<file path="config.mk">
export PLATFORM = sky130hd
export DESIGN_NAME = lham_ram
export DESIGN_NICKNAME = d
export VERILOG_FILES = /design/src/design/lham_ram.sv
export SDC_FILE = /design/constraint.sdc
export NUM_CORES = 1
export LEC_CHECK = 0
export ABC_AREA = 1
export BUFFER_PORTS_ARGS = -buffer_cell sky130_fd_sc_hd__buf_4
export CAP_MARGIN = 20
export CORE_MARGIN = 2
export CORE_UTILIZATION = 40
export CTS_CLUSTER_DIAMETER = 30
export DETAILED_ROUTE_END_ITERATION = 7
export GPL_TIMING_DRIVEN = 0
export HOLD_SLACK_MARGIN = 0.12
export PLACE_DENSITY = 0.63
export SKIP_CTS_REPAIR_TIMING = 1
export SLEW_MARGIN = 0
export SYNTH_ARGS = -nofsm -noshare
export SYNTH_HDL_FRONTEND = slang
export SYNTH_SLANG_ARGS = --single-unit
</file>
<file path="constraint.sdc">
create_clock -name clk_i -period 1.4 [get_ports clk_i]
set_input_delay 0.14 -clock clk_i [delete_from_list [all_inputs] [get_ports clk_i]]
set_output_delay 0.14 -clock clk_i [all_outputs]
set_load 0.02 [all_outputs]
</file>
<file path="src/design/lham_ram.sv">
// Generic single-port RAM with registered read.
`default_nettype none
module lham_ram #(
  parameter int unsigned Width = 8,
  parameter int unsigned Depth = 16
) (
  input  wire logic                     clk_i,
  input  wire logic                     we_i,
  input  wire logic [$clog2(Depth)-1:0] addr_i,
  input  wire logic [Width-1:0]         wdata_i,
  output logic      [Width-1:0]         rdata_o
);
  logic [Width-1:0] mem_q [Depth];

  always_ff @(posedge clk_i) begin
    if (we_i) begin
      mem_q[addr_i] <= wdata_i;
    end
    rdata_o <= mem_q[addr_i];
  end
endmodule
`default_nettype wire

</file>
Word-level counts from Yosys, hierarchy flattened
Memory sizes are Yosys's and may differ from the RTL's. A register that Yosys moved wholly into a read port is not among the register bits.
Index checks and enable logic that the tools add are counted.
{"block": "word_totals", "regBits": 0, "mem_bits_rw": 128, "inputBits": 14, "out_inout_bits": 8, "wordCells": 3, "n_memories": 1}
{"block": "op_classes", "n_mux": 2}
{"name": "mem_q", "words": 16, "word_bits": 8, "read_ports": 1, "rd_clocked_by_memory_dff": 1, "write_ports": 1, "line": "13", "source": "logic [Width-1:0] mem_q [Depth];"}
{"operator": "two-way mux 1 bit", "count": 2}

Logic depth before layout (Yosys ltp)
{"block": "logic_depth", "word_depth": 2, "mapped_depth": 11}

Least setup slack after synthesis
No wires, ideal clock.
{"block": "synth_timing", "path_type": "input to register", "start": "input port addr_i[1]", "end": "memory mem_q[3][0], enable pin", "setup_time_ns": 0.370, "arrival_ns": 1.147, "required_ns": 1.030, "setup_slack_ns": -0.117, "stages": 4, "cell_sequence": "buf_2 clkbuf_1 nand3_1 nor2_1"}
{"item": "from (decl)", "line": "9", "source": "input wire logic [$clog2(Depth)-1:0] addr_i,"}
{"item": "to (decl)", "line": "13"}
No word-level cell before the write port.

Worst setup path in the final report
{"block": "layout_timing", "start": "input port addr_i[1]", "end": "memory mem_q[5][4], enable pin"}
No word-level cell before the write port.

==> run metrics <==
clock sinks 136; RePlAce Congestion 0.874; Pint 7530 uW; Antenna Violating Nets Remaining 0; worst skew pair latency around 0.43 ns; P_sw roughly 2100 uW; share of the synthesized area in the top cell type between 60% and 70%; Total Routed Length around 13000 um; core area 13800 sq um; Crit Reg-Reg Endpoint rdata_o[0]$_DFF_P_; die width 122 um; synth top area cells edfxtp_1 (69%), nand2_1 (23%), dfxtp_1 (2.9%); Combinational Power Share 6.8%; largest area contributor in the netlist edfxtp_1; Critical Path Sink mem_q[5][4]$_DFFE_PP_; CTS Buf Count 17; FF-to-FF Start mem_q[13][0]$_DFFE_PP_; Detail Placement HPWL 8080 um; Wirelength per Cell about 16 um; Pleak 0.00284 uW; vias per cell around 4.7; hold crit path type in -> reg; final setup violation count 0; CP max FO 10; cells after synthesis 548; CTS root buffer clkbuf_16; Iter 0 DRT Violations between 200 and 250; Yosys warning count 0; Clock Power Share around 46%; layout cells sized above 1 14.5%; row cnt 43; CTS tree built; CTS Buffer Depth 2; Finished Core Util about half; fin nets 609; distinct cell type count after synthesis 11; vias between 3000 and 4000; vias in the first global route 3570; GRT Util Overall about 18%; status completed; Worst IR Drop VDD 0.826 mV; Peak Freq a little over 700 MHz; Worst Path Class, Setup in -> reg; Crit. End Element register; H-Tree Depth 4; Area Growth Syn to Fin 21.0%; sequential fraction of design power 47.4%; RSZ-0062 raised after global routing true; Slew Limit Headroom about 63%; Seq/Total Area, Yosys 71.6%; Power Density 1430 nW/um^2; minimum clock period around 1.4 ns; clock-pin slew on the worst setup and hold paths approximately 0.06 ns; flops & latches, synth between 100 and 150; hold-critical path depth 6; first-pass GRT wire length around 19000 um; Worst EP arrival 1.47 ns; fill cell count roughly 1300; antenna violations before repair 0; fin crit share between 90% and 100%; IO Count 22; Max-Cap Viols 0; Hold Fails Final Rpt 0; fin area roughly 6800 sq um; Reg2Reg Depth 8; crit start category input port; number of remaining DRC errors 0; antenna cells 0; max-slew violations 0; Die H 122 um; DRT Pass-1 Iters 7; synthesized cell area around 5600 sq um; syn nets 562; CP startpoint addr_i[1]; grt ovf 0; R2R setup slack roughly 0.38 ns; Worst Path Required 1.47 ns; Sw Ratio ~22%; placed cell area 5990 sq um; Initial Util about 40%; die area roughly 15000 sq um; syn_area_per_cell approximately 10 sq um; clock skew roughly 0.011 ns; Worst-Margin Slew 0.548 ns; # port buffers 20; pin count of the biggest net entering global routing 17
-- worst min path at each step --
stage	startpoint	slack, ns	to
5_1_grt	addr_i[2]	0.28	rdata_o[0]$_DFF_P_
6_report	addr_i[2]	0.26	rdata_o[4]$_DFF_P_
2_1_floorplan	wdata_i[0]	0.24	mem_q[0][0]$_DFFE_PP_
3_3_place_gp	wdata_i[4]	0.50	mem_q[9][4]$_DFFE_PP_
3_5_place_dp	wdata_i[7]	0.51	mem_q[0][7]$_DFFE_PP_
4_1_cts	wdata_i[7]	0.06	mem_q[0][7]$_DFFE_PP_
-- cell usage after synthesis (all sizes together) --
cell and n:
clkinv 1, clkbuf 3, nand3 4, edfxtp 128, nand2 346, nor2 18
dfxtp 8, inv 22, buf 18
-- logic make-up after synthesis --
logic type    after synthesis  share of synthesized area, %
simple gates              368                          24.8
flops                     136                          71.6
buf+inv                    44                          3.62
-- area by class of cell --
class,instances,area (sq um),share of cell area [%]
plain buffers,21,116,1.72
clock buffers,19,433,6.40
clock inverters,13,155,2.29
inverters,23,86.3,1.28
multi-input cells,368,1520,22.4
flip-flops and latches,136,4000,59.2
well taps,180,225,3.33
repair buffers,28,230,3.40
-- power by group through the flow --
stage | combinational [uW] | clock, uW | sequential, uW
after floorplan | 318 | 0 | 4690
final | 659 | 4430 | 4580
after CTS | 622 | 4470 | 4580
after detailed placement | 619 | 0 | 4660
after global placement | 614 | 0 | 4660
after global routing | 734 | 4660 | 4580
-- placed cells by master, fill, tap and decap left out --
cell and n:
nand2_1 346, edfxtp_1 128, buf_4 26, inv_1 21, clkbuf_16 17, nor2_4 14
buf_2 12, dlygate4sd3_1 8, dfxtp_1 8, clkbuf_1 5, nand3_2 4, clkinv_2 4
bufinv_16 3, clkinv_4 3, clkinv_1 2, nor2_1 2, nor2_2 2, clkinvlp_4 2
inv_2 1
-- per-layer routing --
layer  vias to the layer above  share of wire [%]  GRT usage (%)
met4                         0                1.9           7.61
li1                       1848                  -              -
met2                        91                 48           29.1
met1                      1718                 45           22.9
met3                        20                4.7           4.55
met5                         -                  0              0
-- flip-flops by register name (all words and copies together), names as in the netlist --
signal and cells:
rdata_o 8, mem_q 128
-- metrics by stage --
step	power (uW)	cells	worst slack [ns]	hold slack, ns	TNS, ns
2_1_floorplan	5010	548	-0.117	0.239	-6.85
3_3_place_gp	5270	748	-0.699	0.504	-70.56
3_5_place_dp	5280	748	-0.730	0.510	-72.89
4_1_cts	9680	780	-0.280	0.0640	-15.24
5_1_grt	9980	788	-0.0721	0.281	-2.67
6_report	9670	788	0.000269	0.260	0
-- worst max-delay path, stage by stage --
cell and delay [ns]:
buf_2 0.16, clkinv_1 0.17, buf_2 0.27, nand3_2 0.25, nor2_2 0.47
No activity file was read; power rests on OpenSTA's default activity.
